$ cat config.mk
export PLATFORM = sky130hd
export DESIGN_NAME = bspl_ctrl
export DESIGN_NICKNAME = d
export VERILOG_FILES = /design/src/hdl/bspl_pkg.sv /design/src/hdl/bspl_ctrl.sv
export SDC_FILE = /design/constraint.sdc
export NUM_CORES = 1
export LEC_CHECK = 0
export BUFFER_PORTS_ARGS = -buffer_cell sky130_fd_sc_hd__buf_2
export CAP_MARGIN = 5
export CORE_MARGIN = 2
export CORE_UTILIZATION = 50
export DETAILED_ROUTE_END_ITERATION = 8
export PLACE_DENSITY_LB_ADDON = 0.2
export SETUP_SLACK_MARGIN = 0.05
export SYNTH_ARGS = -nofsm -noshare
export SYNTH_HDL_FRONTEND = slang
export SYNTH_SLANG_ARGS = --single-unit
$ cat constraint.sdc
create_clock -name aclk -period 8.85 [get_ports aclk]
set_input_delay 1.3275 -clock aclk [delete_from_list [all_inputs] [get_ports aclk]]
set_output_delay 1.3275 -clock aclk [all_outputs]
set_load 0.005 [all_outputs]
$ cat src/hdl/bspl_pkg.sv
`default_nettype none

package bspl_pkg;

    // width of a stored value, signed Q16.16
    localparam int VAL_W = 32;

    // iterations of the restoring divider, one quotient bit each
    localparam int DIV_STEPS = 32;

    // register reset values
    localparam logic [3:0] ORDER_RESET  = 4'd4;
    localparam logic [6:0] POINTS_RESET = 7'd4;
    localparam logic [2:0] COORDS_RESET = 3'd3;

    // configuration register indexes
    localparam logic [1:0] REG_ORDER  = 2'd0;
    localparam logic [1:0] REG_POINTS = 2'd1;
    localparam logic [1:0] REG_COORDS = 2'd2;

    // input transaction kinds
    typedef enum logic [1:0] {
        OP_LOAD_KNOT = 2'd0,
        OP_LOAD_CTRL = 2'd1,
        OP_EVAL      = 2'd2,
        OP_NONE      = 2'd3
    } op_t;

    // controller states
    typedef enum logic [4:0] {
        ST_IDLE,
        ST_E_LO,
        ST_E_HI,
        ST_E_CHK,
        ST_S_RD,
        ST_S_CMP,
        ST_C_RD,
        ST_C_WR,
        ST_T_A,
        ST_T_B,
        ST_T_D,
        ST_T_Z,
        ST_P_LO,
        ST_P_HI,
        ST_M1,
        ST_M2,
        ST_SUM,
        ST_DVI,
        ST_DV,
        ST_WB,
        ST_O_RD,
        ST_O_PUSH,
        ST_ERR
    } state_t;

    // datapath commands
    typedef struct packed {
        logic load;
        logic knot_rd;
        logic lat_lo;
        logic ctrl_rd;
        logic scr_copy;
        logic scr_rd;
        logic lat_a;
        logic lat_b;
        logic lat_plo;
        logic mul1;
        logic mul2;
        logic sum;
        logic div_init;
        logic div_step;
        logic scr_res;
        logic push_res;
        logic push_err;
        logic last;
    } dp_cmd_t;

    // datapath status
    typedef struct packed {
        logic range_err;
        logic knot_le_u;
        logic den_zero;
        logic out_free;
    } dp_status_t;

endpackage

`default_nettype wire

$ cat src/hdl/bspl_ctrl.sv
`default_nettype none

module bspl_ctrl #(
    parameter int MAX_POINTS = 64,
    parameter int MAX_ORDER  = 8,
    parameter int MAX_COORDS = 4
) (
    input  wire                      aclk,
    input  wire                      aresetn,
    input  wire                      s_tvalid,
    input  wire  [1:0]               s_op,
    output logic                     s_tready,
    input  wire  [$clog2(MAX_ORDER+1)-1:0]  ord_p,
    input  wire  [$clog2(MAX_POINTS+1)-1:0] pts_n,
    input  wire  [$clog2(MAX_COORDS+1)-1:0] crd_c,
    input  bspl_pkg::dp_status_t     status,
    output bspl_pkg::dp_cmd_t        cmd,
    output logic [$clog2(MAX_POINTS+MAX_ORDER)-1:0] knot_addr,
    output logic [$clog2(MAX_POINTS)-1:0]           pt_idx,
    output logic [((MAX_COORDS > 1) ? $clog2(MAX_COORDS) : 1)-1:0] crd_idx
);

    localparam int KAW = $clog2(MAX_POINTS + MAX_ORDER);
    localparam int PW  = $clog2(MAX_POINTS);
    localparam int OW  = $clog2(MAX_ORDER + 1);
    localparam int QW  = (MAX_COORDS > 1) ? $clog2(MAX_COORDS) : 1;

    bspl_pkg::state_t state_reg, state_next;
    logic [PW-1:0] i_reg, i_next;
    logic [PW-1:0] k_reg, k_next;
    logic [PW-1:0] j_reg, j_next;
    logic [OW-1:0] r_reg, r_next;
    logic [QW-1:0] q_reg, q_next;
    logic [4:0]    step_reg, step_next;

    logic          last_q;
    logic          j_more;
    logic          r_more;
    logic          tri_more;
    logic          copy_done;
    logic          scan_done;
    logic [PW-1:0] k_found;

    // loop conditions
    always_comb begin
        last_q    = int'(q_reg) == int'(crd_c) - 1;
        j_more    = int'(j_reg) + int'(r_reg) > int'(k_reg) + 2;
        r_more    = int'(r_reg) > 2;
        tri_more  = j_more || r_more;
        copy_done = (j_reg == k_reg) && last_q;
        scan_done = int'(i_reg) == int'(pts_n) - 1;
        k_found   = status.knot_le_u ? i_reg : k_reg;
    end

    // registers
    always_ff @(posedge aclk) begin
        if (!aresetn) begin
            state_reg <= bspl_pkg::ST_IDLE;
        end else begin
            state_reg <= state_next;
        end
        i_reg    <= i_next;
        k_reg    <= k_next;
        j_reg    <= j_next;
        r_reg    <= r_next;
        q_reg    <= q_next;
        step_reg <= step_next;
    end

    // next state
    always_comb begin
        state_next = state_reg;
        unique case (state_reg)
            bspl_pkg::ST_IDLE:
                if (s_tvalid && bspl_pkg::op_t'(s_op) == bspl_pkg::OP_EVAL) begin
                    state_next = bspl_pkg::ST_E_LO;
                end
            bspl_pkg::ST_E_LO:  state_next = bspl_pkg::ST_E_HI;
            bspl_pkg::ST_E_HI:  state_next = bspl_pkg::ST_E_CHK;
            bspl_pkg::ST_E_CHK:
                state_next = status.range_err ? bspl_pkg::ST_ERR : bspl_pkg::ST_S_RD;
            bspl_pkg::ST_S_RD:  state_next = bspl_pkg::ST_S_CMP;
            bspl_pkg::ST_S_CMP:
                state_next = scan_done ? bspl_pkg::ST_C_RD : bspl_pkg::ST_S_RD;
            bspl_pkg::ST_C_RD:  state_next = bspl_pkg::ST_C_WR;
            bspl_pkg::ST_C_WR: begin
                if (!copy_done) begin
                    state_next = bspl_pkg::ST_C_RD;
                end else if (int'(ord_p) >= 2) begin
                    state_next = bspl_pkg::ST_T_A;
                end else begin
                    state_next = bspl_pkg::ST_O_RD;
                end
            end
            bspl_pkg::ST_T_A:   state_next = bspl_pkg::ST_T_B;
            bspl_pkg::ST_T_B:   state_next = bspl_pkg::ST_T_D;
            bspl_pkg::ST_T_D:   state_next = bspl_pkg::ST_T_Z;
            bspl_pkg::ST_T_Z: begin
                if (!status.den_zero) begin
                    state_next = bspl_pkg::ST_P_LO;
                end else begin
                    state_next = tri_more ? bspl_pkg::ST_T_A : bspl_pkg::ST_O_RD;
                end
            end
            bspl_pkg::ST_P_LO:  state_next = bspl_pkg::ST_P_HI;
            bspl_pkg::ST_P_HI:  state_next = bspl_pkg::ST_M1;
            bspl_pkg::ST_M1:    state_next = bspl_pkg::ST_M2;
            bspl_pkg::ST_M2:    state_next = bspl_pkg::ST_SUM;
            bspl_pkg::ST_SUM:   state_next = bspl_pkg::ST_DVI;
            bspl_pkg::ST_DVI:   state_next = bspl_pkg::ST_DV;
            bspl_pkg::ST_DV:
                if (step_reg == 5'(bspl_pkg::DIV_STEPS - 1)) begin
                    state_next = bspl_pkg::ST_WB;
                end
            bspl_pkg::ST_WB: begin
                if (!last_q) begin
                    state_next = bspl_pkg::ST_P_LO;
                end else begin
                    state_next = tri_more ? bspl_pkg::ST_T_A : bspl_pkg::ST_O_RD;
                end
            end
            bspl_pkg::ST_O_RD:  state_next = bspl_pkg::ST_O_PUSH;
            bspl_pkg::ST_O_PUSH:
                if (status.out_free) begin
                    state_next = last_q ? bspl_pkg::ST_IDLE : bspl_pkg::ST_O_RD;
                end
            bspl_pkg::ST_ERR:
                if (status.out_free) begin
                    state_next = bspl_pkg::ST_IDLE;
                end
            default: state_next = bspl_pkg::ST_IDLE;
        endcase
    end

    // loop counters
    always_comb begin
        i_next    = i_reg;
        k_next    = k_reg;
        j_next    = j_reg;
        r_next    = r_reg;
        q_next    = q_reg;
        step_next = step_reg;
        case (state_reg)
            bspl_pkg::ST_E_CHK: begin
                i_next = PW'(int'(ord_p) - 1);
                k_next = PW'(int'(ord_p) - 1);
            end
            bspl_pkg::ST_S_CMP: begin
                k_next = k_found;
                if (scan_done) begin
                    j_next = PW'(int'(k_found) - int'(ord_p) + 1);
                    q_next = '0;
                end else begin
                    i_next = i_reg + PW'(1);
                end
            end
            bspl_pkg::ST_C_WR: begin
                if (copy_done) begin
                    r_next = ord_p;
                    j_next = k_reg;
                    q_next = '0;
                end else if (last_q) begin
                    q_next = '0;
                    j_next = j_reg + PW'(1);
                end else begin
                    q_next = q_reg + QW'(1);
                end
            end
            bspl_pkg::ST_T_Z, bspl_pkg::ST_WB: begin
                if (state_reg == bspl_pkg::ST_WB && !last_q) begin
                    q_next = q_reg + QW'(1);
                end else if (state_reg == bspl_pkg::ST_WB || status.den_zero) begin
                    q_next = '0;
                    if (j_more) begin
                        j_next = j_reg - PW'(1);
                    end else if (r_more) begin
                        r_next = r_reg - OW'(1);
                        j_next = k_reg;
                    end
                end else begin
                    q_next = '0;
                end
            end
            bspl_pkg::ST_DVI: step_next = '0;
            bspl_pkg::ST_DV:  step_next = step_reg + 5'd1;
            bspl_pkg::ST_O_PUSH:
                if (status.out_free && !last_q) begin
                    q_next = q_reg + QW'(1);
                end
            default: ;
        endcase
    end

    // outputs
    always_comb begin
        cmd       = '0;
        s_tready  = 1'b0;
        knot_addr = '0;
        pt_idx    = j_reg;
        crd_idx   = q_reg;
        unique case (state_reg)
            bspl_pkg::ST_IDLE: begin
                s_tready = 1'b1;
                cmd.load = s_tvalid;
            end
            bspl_pkg::ST_E_LO: begin
                cmd.knot_rd = 1'b1;
                knot_addr   = KAW'(int'(ord_p) - 1);
            end
            bspl_pkg::ST_E_HI: begin
                cmd.knot_rd = 1'b1;
                cmd.lat_lo  = 1'b1;
                knot_addr   = KAW'(pts_n);
            end
            bspl_pkg::ST_S_RD: begin
                cmd.knot_rd = 1'b1;
                knot_addr   = KAW'(i_reg);
            end
            bspl_pkg::ST_C_RD:  cmd.ctrl_rd  = 1'b1;
            bspl_pkg::ST_C_WR:  cmd.scr_copy = 1'b1;
            bspl_pkg::ST_T_A: begin
                cmd.knot_rd = 1'b1;
                knot_addr   = KAW'(int'(j_reg) + int'(r_reg) - 1);
            end
            bspl_pkg::ST_T_B: begin
                cmd.knot_rd = 1'b1;
                cmd.lat_a   = 1'b1;
                knot_addr   = KAW'(j_reg);
            end
            bspl_pkg::ST_T_D:   cmd.lat_b = 1'b1;
            bspl_pkg::ST_P_LO: begin
                cmd.scr_rd = 1'b1;
                pt_idx     = PW'(int'(j_reg) - 1);
            end
            bspl_pkg::ST_P_HI: begin
                cmd.scr_rd  = 1'b1;
                cmd.lat_plo = 1'b1;
            end
            bspl_pkg::ST_M1:    cmd.mul1     = 1'b1;
            bspl_pkg::ST_M2:    cmd.mul2     = 1'b1;
            bspl_pkg::ST_SUM:   cmd.sum      = 1'b1;
            bspl_pkg::ST_DVI:   cmd.div_init = 1'b1;
            bspl_pkg::ST_DV:    cmd.div_step = 1'b1;
            bspl_pkg::ST_WB:    cmd.scr_res  = 1'b1;
            bspl_pkg::ST_O_RD: begin
                cmd.scr_rd = 1'b1;
                pt_idx     = k_reg;
            end
            bspl_pkg::ST_O_PUSH: begin
                cmd.push_res = status.out_free;
                cmd.last     = last_q;
            end
            bspl_pkg::ST_ERR:   cmd.push_err = status.out_free;
            default: ;
        endcase
    end

`ifndef SYNTH
    // results are only pushed into a free output register
    assert property (@(posedge aclk) disable iff (!aresetn)
        (cmd.push_res || cmd.push_err) |-> status.out_free)
        else $error("push into occupied output register");

    // an evaluation starts only from an accepted evaluate transaction
    assert property (@(posedge aclk) disable iff (!aresetn)
        (state_reg == bspl_pkg::ST_E_LO) |->
        $past(s_tvalid && s_tready && s_op == 2'(bspl_pkg::OP_EVAL)))
        else $error("evaluation without accepted transaction");

    // write-back follows a full divider run
    assert property (@(posedge aclk) disable iff (!aresetn)
        (state_reg == bspl_pkg::ST_WB) |->
        ($past(state_reg) == bspl_pkg::ST_DV && $past(step_reg) == 5'(bspl_pkg::DIV_STEPS - 1)))
        else $error("write-back before divider finished");

    // triangle steps keep the order at two or more and j within the span
    assert property (@(posedge aclk) disable iff (!aresetn)
        (state_reg == bspl_pkg::ST_T_A) |->
        (int'(r_reg) >= 2 && j_reg <= k_reg && int'(j_reg) + int'(r_reg) > int'(k_reg) + 1))
        else $error("triangle indices out of span");
`endif

endmodule

`default_nettype wire

==> results of run 1 <==
==> worst paths after layout <==
check / to / from / cells past startpoint / slack [ns]
max: knot_addr[5] / j_reg[0] / 9 / 4.48
min: step_reg[0] / step_reg[0] / 1 / 0.60
max reg2reg: r_reg[3] / j_reg[0] / 11 / 4.81
min reg2reg: step_reg[0] / step_reg[0] / 1 / 0.60
==> cell usage after synthesis, types with 5 or more instances <==
master / instances / share of area (%)
nor2_1: 50 / 4.7
inv_1: 35 / 3.3
nand2_1: 33 / 3.1
ha_1: 31 / 9.8
edfxtp_1: 29 / 22
a21oi_1: 28 / 3.5
xnor2_1: 25 / 5.5
o21ai_0: 24 / 3.0
xor2_1: 22 / 4.9
nor3_1: 20 / 2.5
clkbuf_1: 17 / 1.6
nor2b_1: 14 / 2.2
nand2b_1: 13 / 2.1
nand3_1: 12 / 1.5
o211ai_1: 9 / 1.7
and2_1: 7 / 1.1
o22ai_1: 7 / 1.1
and3_1: 6 / 0.95
or3_1: 6 / 0.95
a22oi_1: 5 / 0.95
dfxtp_1: 5 / 2.5
mux2i_1: 5 / 1.3
nor4_1: 5 / 0.79
o221ai_1: 5 / 1.1
or2_2: 5 / 0.79
==> cells by family after synthesis <==
| family | Yosys count | share of synthesized area [%] |
|---|---|---|
| adder cells (fa/ha/maj) | 33 | 10.8 |
| AO/OA/AOI/OAI | 124 | 21.8 |
| XOR/XNOR | 49 | 11.6 |
| AND/OR/NAND/NOR | 186 | 23.8 |
| multiplexers | 6 | 1.55 |
| buffers and inverters | 60 | 5.97 |
| flip-flops | 34 | 24.5 |
==> placed cells by master, fill, tap and decap left out, types with 4 or more instances in the layout <==
cell      Yosys  layout
buf_2         3      56
nor2_1       50      50
inv_1        35      35
nand2_1      33      33
ha_1         31      31
edfxtp_1     29      29
a21oi_1      28      28
xnor2_1      25      25
o21ai_0      24      24
xor2_1       22      22
nor3_1       20      20
nor2b_1      14      14
nand2b_1     13      13
nand3_1      12      12
o211ai_1      9       9
and2_1        7       7
o22ai_1       7       7
and3_1        6       6
or3_1         6       6
mux2i_1       5       5
or2_2         5       5
nor4_1        5       5
o221ai_1      5       5
a22oi_1       5       5
clkbuf_8      0       5
dfxtp_1       5       5
o21a_1        4       4
a21o_1        4       4
nor3b_1       4       4
a211oi_1      4       4
==> per-layer routing <==
| layer | vias to the layer above | routed length, um | GRT usage (%) |
|---|---|---|---|
| li1 | 1853 | - | - |
| met1 | 1857 | 4850 | 36.4 |
| met2 | 179 | 5260 | 43.1 |
| met3 | 26 | 710 | 3.06 |
| met4 | 0 | 226 | 7.11 |
| met5 | - | 0 | 0 |
==> layout make-up <==
cell class              instances  area (sq um)  share of cell area (%)
multi-input cells             398          2760                    63.4
inverters                      35           131                    3.02
clock inverters                 2          8.76                   0.201
flip-flops and latches         34           971                    22.3
repair buffers                 56           280                    6.45
clock buffers                   6          72.6                    1.67
well taps                     102           128                    2.94
==> power breakdown <==
| part | switching, mW | internal (mW) |
|---|---|---|
| sequential | 0.00238 | 0.175 |
| combinational | 0.0310 | 0.0262 |
| clock | 0.0579 | 0.0541 |
==> metrics by stage <==
step,cells,utilization (%)
after global routing,633,56.6
final,633,56.6
after global placement,625,55.5
after CTS,633,56.6
after detailed placement,625,55.5
after floorplan,492,-
==> results.tsv, run 1 <==
stage	metric	value	unit
yosys	async_flop_share	0	%
cts	cts_buffers	5	
global_routing	antenna_found_initial	0	
pwr	powerDensity	79.6	nW/um^2
die	rows	32	
setup_path	end_kind	output port	
setup_path	critPathTopFamily	simple AND/OR/NAND/NOR gates	
final_layout	fin_area	4350	sq um
place	dp_hpwl	8640	um
route	wirelength	11100	um
setup_path	critPathArrivalTime	3.04	ns
setup_path	max_stage_delay	0.59	ns
cts	clk_latency	0.29	ns
cts	h-tree-depth	2	
setup_path	cp_slowest_cell	edfxtp_1	
timing	final-setup-viol-count	0	
timing	rsz0062_at_grt	false	
place	gp_congestion	0.919	
pwr	power	0.346	mW
route	vias_per_cell	6.18	
yosys	synth-edff-count	29	
cts	cts_setup_buffers	0	
place	place_ws	4.74	ns
global_routing	gr-total-overflow	0	
timing	finalHoldViolations	0	
place	numPortBuffers	56	
die	ios	57	
cts	clk_pin_slew	0.07	ns
yosys	synth.avg_cell_area	8.06	sq um
timing	finClkSkew	0.0102	ns
yosys	syn_nets	548	
timing	max_clock_freq	229	MHz
yosys	synth_top_flop_cell	edfxtp_1	
yosys	syn_inst	492	
cts	clockBufferDepth	2	
setup_path	required	7.52	ns
route	wire_per_inst	17.5	um
setup_path	path_common_cell	nor3_1	
die	initial_core_util	51.6	%
timing	worst_slew_pin_slew	1.00	ns
route	dr.pass1.iters	5	
place	dpl-instance-area	4270	sq um
setup_path	path_buf_inv	1	
final_layout	drive_above_1_share	14.3	%
timing	fin_crit_sh	49.4	%
global_routing	grt_pass1_wl	17900	um
cts	cts_tree	done	
route	drt-initial-drc-count	329	
timing	hold_ws	0.596	ns
setup_path	crit_chain	ha_1 > fa_1 > and3_1 > nor3_1 > nor2_1 > nor3_1 > xor3_1 > o211ai_1 > buf_2	
cts	ctsResizeCount	0	
final_layout	fillerInstances	735	
yosys	synth_seq_area_share	24.5	%
pwr	vdd_drop_max	0.0608	mV
final_layout	diodes	0	
global_routing	grt_usage	26.1	%
global_routing	grt_max_degree	25	
route	postRouteAntennaNets	0	
setup_path	crit_path_start_kind	flip-flop	
final_layout	areaGrowthSynthToFinish	9.69	%
route	drc	0	
timing	setup-tns-final	0	ns
cts	clock_sinks	34	
timing	period_needed	4.37	ns
timing	slew_violations	0	
global_routing	grt_pass1_vias	3669	
hold_path	hp-class	flip-flop to flip-flop	
die	core-area	7690	sq um
cts	hold_buffers	0	
status	outcome	completed	
yosys	syn_area	3960	sq um
timing	slew_headroom	32.6	%
yosys	ys_types	64	
die	die_x	93.0	um
pwr	leakagePower	1.78	nW
final_layout	fin_nets	586	
die	die_y	93.0	um
job	maxCapViolCount	0	
setup_path	path_class	flip-flop to output port	
yosys	yosysWarnings	0	
cts	cts-root-buf	clkbuf_8	
route	num_vias	3915	
yosys	ys_ff_latch	34	
setup_path	path_max_fanout	10	
timing	worst_slack	4.48	ns
die	dieArea	8660	sq um
(Power assumes the default switching activity.)
==> inputs of run 2 (changes only) <==
==> constraint.sdc (replaced) <==
create_clock -name aclk -period 3.7 [get_ports aclk]
set_input_delay 0.555 -clock aclk [delete_from_list [all_inputs] [get_ports aclk]]
set_output_delay 0.555 -clock aclk [all_outputs]
set_load 0.005 [all_outputs]
==> run 2 against run 1 <==
Final cell count grew 2.5%. Core utilization grew 1.7 points. Combinational power grew 150%. Clock-buffer cell count is the same.
==> results.tsv, run 2 (synthesis gave the netlist of run 1 again) <==
stage	metric	value	unit	change
timing	finClkSkew	0.0127	ns	+0.00252 ns
route	wirelength	11300	um	+2.4%
global_routing	grt_max_degree	24		-4.0%
route	num_vias	3907		-0.20%
setup_path	worst-r2r-setup-slack	0.20	ns	-4.61 ns
cts	clockBufferDepth	2		unchanged
place	dpl-instance-area	4370	sq um	+2.5%
timing	worst_slew_pin_slew	1.00	ns	-0.00138 ns
final_layout	fin_area	4480	sq um	+3.0%
die	rows	32		unchanged
die	core-area	7690	sq um	unchanged
setup_path	path_buf_inv	0		-1
setup_path	crit_chain	ha_1 > fa_1 > and3_1 > o21a_1 > and2_1 > ha_1 > nand2_1 > a2111o_1 > and3_4 > o211ai_1 > o211a_4		
final_layout	final_cell_mix	buf_2 (56), nor2_1 (50), inv_1 (35)		
job	maxCapViolCount	0		unchanged
place	gp_congestion	0.924		+0.47%
final_layout	drive_above_1_share	17.2	%	+2.9 points
final_layout	seq_area	971	sq um	unchanged
cts	clk_latency	0.30	ns	about the same
setup_path	crit_path_start_kind	flip-flop		
timing	finalHoldViolations	0		unchanged
timing	final-setup-viol-count	0		unchanged
final_layout	diodes	0		unchanged
timing	slew_headroom	32.6	%	+0.093 points
setup_path	required	3.71	ns	-3.81 ns
die	dieArea	8660	sq um	unchanged
setup_path	cp.depth	11		+2
global_routing	antenna_found_initial	0		unchanged
cts	cts_buffers	5		unchanged
timing	period_needed	3.50	ns	
global_routing	gr-total-overflow	0		unchanged
cts	h-tree-depth	2		unchanged
cts	clock_sinks	34		unchanged
global_routing	grt_usage	26.4	%	+0.27 points
final_layout	layout_commonest_cell	buf_2		
timing	slew_violations	0		unchanged
setup_path	path_common_cell	ha_1		
hold_path	min_path_cells	2		+1
setup_path	path_max_fanout	7		-3
final_layout	fillerInstances	742		+0.95%
pwr	vdd_drop_max	0.236	mV	+290%
cts	cts-root-buf	clkbuf_8		
setup_path	end_kind	flip-flop		
place	dp_hpwl	8920	um	+3.2%
timing	rsz0062_at_grt	false		
timing	setup-tns-final	0	ns	unchanged
hold_path	hp-class	input port to flip-flop		
pwr	leakagePower	1.86	nW	+4.5%
final_layout	fin_nets	602		+2.7%
die	die_x	93.0	um	unchanged
cts	hold_buffers	0		unchanged
die	initial_core_util	51.6	%	unchanged
setup_path	path_class	flip-flop to flip-flop		
pwr	powerDensity	186	nW/um^2	+130%
final_layout	multi_input_area	2760	sq um	+0.27%
die	ios	57		unchanged
setup_path	critPathTopFamily	compound AO/OA/AOI/OAI gates		
die	die_y	93.0	um	unchanged
route	dr.pass1.iters	5		unchanged
setup_path	critPathArrivalTime	3.51	ns	+0.47 ns
route	postRouteAntennaNets	0		unchanged
route	vias_per_cell	6.02		-2.7%
timing	max_clock_freq	285	MHz	
status	outcome	completed		
setup_path	cp_slowest_cell	edfxtp_1		
route	wire_per_inst	17.4	um	about the same
route	drc	0		unchanged
cts	clk_pin_slew	0.08	ns	about the same
cts	cts_tree	done		
final_layout	areaGrowthSynthToFinish	12.9	%	
setup_path	max_stage_delay	0.43	ns	-0.16 ns
route	drt-initial-drc-count	384		+17%
setup_path	reg2reg_depth	11		unchanged
timing	fin_crit_sh	94.7	%	
global_routing	grt_pass1_vias	3654		-0.41%
place	numPortBuffers	56		unchanged
global_routing	grt_pass1_wl	18000	um	+0.46%
==> run 2: cell types whose count changed in the layout (fill, tap and decap cells not counted) <==
cell      previous run  this run
o211a_4              0         1
clkinv_2             1         2
o21ai_1              0         1
a21boi_1             0         1
o21ai_0             24        23
a21boi_0             3         2
buf_4                0        16
o211a_1              1         0
clkinv_1             1         0
==> run 2: where the power goes <==
group,leakage [nW],switching [mW],internal [mW]
combinational,1.52,0.0786,0.0635
sequential,0.293,0.000754,0.418
clock,0.0450,0.142,0.130
total,1.86,0.222,0.611
==> run 2: final cells by class <==
class	count	area share, %
Timing Repair Buffer	72	8.94
Clock buffer	6	1.62
Clock inverter	2	0.224
Tap cell	102	2.85
Multi-Input combinational cell	398	61.7
Sequential cell	34	21.7
Inverter	35	2.93
==> run 2: path summary, 6_finish.rpt <==
kind,to,startpoint
worst max register to register,j_reg[0],r_reg[0]
worst max-delay path,j_reg[0],r_reg[0]
worst min register to register,step_reg[0],step_reg[0]
worst min-delay path,state_reg[1],aresetn
==> run 2: repair_timing <==
item	4_1_cts	5_1_grt
resized for setup	0	4
setup buffers	0	2
endpoints found under the setup margin	0	12
==> run 2: through the flow <==
| stage | hold WS [ns] | util (%) | total power [mW] | cells | worst slack [ns] |
|---|---|---|---|---|---|
| final | 0.540 | 58.2 | 0.833 | 649 | 0.196 |
| after global placement | 0.585 | 56.9 | 0.563 | 639 | 0.282 |
| after detailed placement | 0.596 | 56.9 | 0.566 | 639 | 0.173 |
| after global routing | 0.551 | 58.2 | 0.862 | 649 | 0.0577 |
| after floorplan | 0.559 | - | 0.519 | 492 | 0.252 |
| after CTS | 0.547 | 57.9 | 0.830 | 647 | 0.156 |
==> run 2: routing by layer <==
metal | vias to the layer above | wire [um] | share of wire (%) | global-route usage [%]
met5 | - | 0 | 0 | 0
met4 | 0 | 291 | 2.6 | 9.44
met3 | 23 | 653 | 5.8 | 3.38
met2 | 145 | 5280 | 47 | 42.8
met1 | 1846 | 5100 | 45 | 36.2
li1 | 1893 | - | - | -
==> inputs of run 3 (changes only) <==
--- a/config.mk
+++ b/config.mk
@@ -7,8 +7,10 @@
 export LEC_CHECK = 0
 export BUFFER_PORTS_ARGS = -buffer_cell sky130_fd_sc_hd__buf_2
 export CAP_MARGIN = 5
+export CELL_PAD_IN_SITES_DETAIL_PLACEMENT = 1
+export CELL_PAD_IN_SITES_GLOBAL_PLACEMENT = 2
 export CORE_MARGIN = 2
-export CORE_UTILIZATION = 50
+export CORE_UTILIZATION = 25
 export DETAILED_ROUTE_END_ITERATION = 8
 export PLACE_DENSITY_LB_ADDON = 0.2
 export SETUP_SLACK_MARGIN = 0.05
==> run 3 against run 2 <==
Clock skew shrank 0.0057 ns. Critical path depth stayed put. Via count is 0.38% lower. Final cell count rose by 18%. Highest routed layer unchanged. Die area rose by 95%. Combinational power barely moved. Design area grew 5.4%.
==> results.tsv, run 3 (synthesis gave the netlist of run 1 again) <==
stage	metric	value	unit	change
status	outcome	completed		
cts	cts-root-buf	clkbuf_16		
die	core-area	15700	sq um	+100%
hold_path	hp-class	input port to flip-flop		
route	drc	0		unchanged
route	wl_met3	552	um	-15%
cts	clockBufferDepth	2		unchanged
die	dieArea	16900	sq um	+95%
route	drt-initial-drc-count	207		-46%
setup_path	timing.rr.start	j_reg[0]		
place	numPortBuffers	56		unchanged
final_layout	fillerInstances	1880		+150%
setup_path	reg2reg_depth	11		unchanged
timing	finClkSkew	0.00701	ns	-0.00566 ns
setup_path	critPathArrivalTime	3.46	ns	-0.05 ns
setup_path	crit_path_start_kind	flip-flop		
place	gp_congestion	0.840		-9.1%
die	die_y	130	um	+40%
cts	clk_pin_slew	0.06	ns	-0.02 ns
global_routing	grt_pass1_vias	3979		+8.9%
die	die_x	130	um	+40%
timing	slew_headroom	42.6	%	+10 points
cts	cts_buffers	5		unchanged
route	dr.pass1.iters	4		-1
pwr	vdd_drop_max	0.123	mV	-48%
timing	slew_violations	0		unchanged
final_layout	diodes	0		unchanged
global_routing	antenna_found_initial	0		unchanged
timing	hold_ws	0.576	ns	+0.0363 ns
final_layout	fin_nets	607		+0.83%
pwr	leakagePower	1.91	nW	+2.4%
cts	clock_sinks	34		unchanged
timing	period_needed	3.47	ns	-0.0340 ns
hold_path	min_path_cells	2		unchanged
final_layout	drive_above_1_share	18.3	%	+1.1 points
timing	final-setup-viol-count	0		unchanged
setup_path	required	3.69	ns	-0.02 ns
route	postRouteAntennaNets	0		unchanged
global_routing	grt_pass1_wl	22500	um	+25%
route	wl_met1	6840	um	+34%
timing	worst_slew_pin_slew	0.850	ns	-0.153 ns
final_layout	areaGrowthSynthToFinish	19.1	%	
timing	max_clock_freq	288	MHz	+0.98%
final_layout	layout.cells.non_filler	768		+18%
cts	cts_tree	done		
timing	fin_crit_sh	93.8	%	-0.92 points
cts	clk_latency	0.28	ns	-0.02 ns
final_layout	final_cell_mix	buf_2 (56), nor2_1 (50), inv_1 (35)		
route	num_vias	3892		-0.38%
setup_path	worst-r2r-setup-slack	0.23	ns	+0.03 ns
final_layout	finalCoreUtilization	30.0	%	-28 points
timing	rsz0062_at_grt	false		
place	dp_hpwl	11800	um	+32%
cts	h-tree-depth	2		unchanged
route	wirelength	14700	um	+29%
pwr	powerDensity	207	nW/um^2	+11%
die	rows	46		+44%
timing	finalHoldViolations	0		unchanged
route	top_layer	met4		
setup_path	path_class	flip-flop to flip-flop		
timing	setup-tns-final	0	ns	unchanged
route	route.met2.wl	7090	um	+34%
global_routing	grt_max_degree	24		unchanged
setup_path	timing.rr.end	j_reg[0]		
global_routing	grt_usage	17.5	%	-8.9 points
job	maxCapViolCount	0		unchanged
hold_path	min_to	state_reg[1]		
route	vias_per_cell	5.07		-16%
hold_path	hp-start	aresetn		
place	place_inst	758		+19%
route	wire_per_inst	19.1	um	+9.4%
global_routing	gr-total-overflow	0		unchanged
setup_path	end_kind	flip-flop		
die	initial_core_util	25.2	%	-26 points
die	ios	57		unchanged
final_layout	layout_commonest_cell	buf_2		
setup_path	path_max_fanout	7		unchanged
cts	hold_buffers	0		unchanged
pwr	power	0.978	mW	+17%
[run 3: area by class of cell]
class	count	area [sq um]	area share, %
Clock buffer	5	125	2.65
Clock inverter	3	16.3	0.345
Inverter	35	131	2.78
Multi-Input combinational cell	398	2770	58.6
Sequential cell	34	971	20.6
Tap cell	216	270	5.73
Timing Repair Buffer	77	438	9.28
[run 3: how the worst max path moves through the flow]
stage               depth (start not counted)        to  startpoint  slack, ns
floorplan                                  13  j_reg[0]    j_reg[1]       0.25
global placement                           11  j_reg[5]    r_reg[0]       0.23
detailed placement                         11  j_reg[4]    r_reg[0]       0.09
CTS                                        11  j_reg[4]    r_reg[0]       0.09
global route                               12  j_reg[2]    r_reg[1]       0.07
finish                                     11  j_reg[0]    j_reg[0]       0.23
[run 3: worst max-delay path, cell delays in order, from the launching register on]
cell and delay (ns):
edfxtp_1 0.40, ha_1 0.25, fa_2 0.35, and3_2 0.22
o21a_1 0.23, and2_1 0.19, ha_1 0.30, nand2_1 0.09
a2111o_1 0.41, and3_4 0.21, o211ai_1 0.28, o211a_4 0.26
[run 3: timing repair]
action | in CTS | in global routing
endpoints found under the setup margin | 0 | 11
gates resized for setup | 0 | 6
endpoints found under the hold margin | 0 | 0
setup buffers | 0 | 2
[run 3: per-layer routing]
metal | vias up | track usage [%]
met5 | - | 0
met4 | 0 | 3.16
met3 | 8 | 2.26
met2 | 64 | 29.4
met1 | 1920 | 24.3
li1 | 1900 | -
[run 3: power breakdown]
group          total, mW  switching, mW  leakage [nW]  internal (mW)
combinational      0.144         0.0802          1.55         0.0636
clock              0.411          0.165        0.0672          0.246
sequential         0.423        0.00492         0.293          0.418
total              0.978          0.250          1.91          0.727
[run 3: through the flow]
| stage | setup WS (ns) | cell area [sq um] |
|---|---|---|
| finish | 0.230 | 4720 |
| global route | 0.0707 | 4720 |
| CTS | 0.0891 | 4690 |
| detailed placement | 0.0867 | 4550 |
| global placement | 0.229 | 4550 |
| floorplan | 0.252 | 3960 |
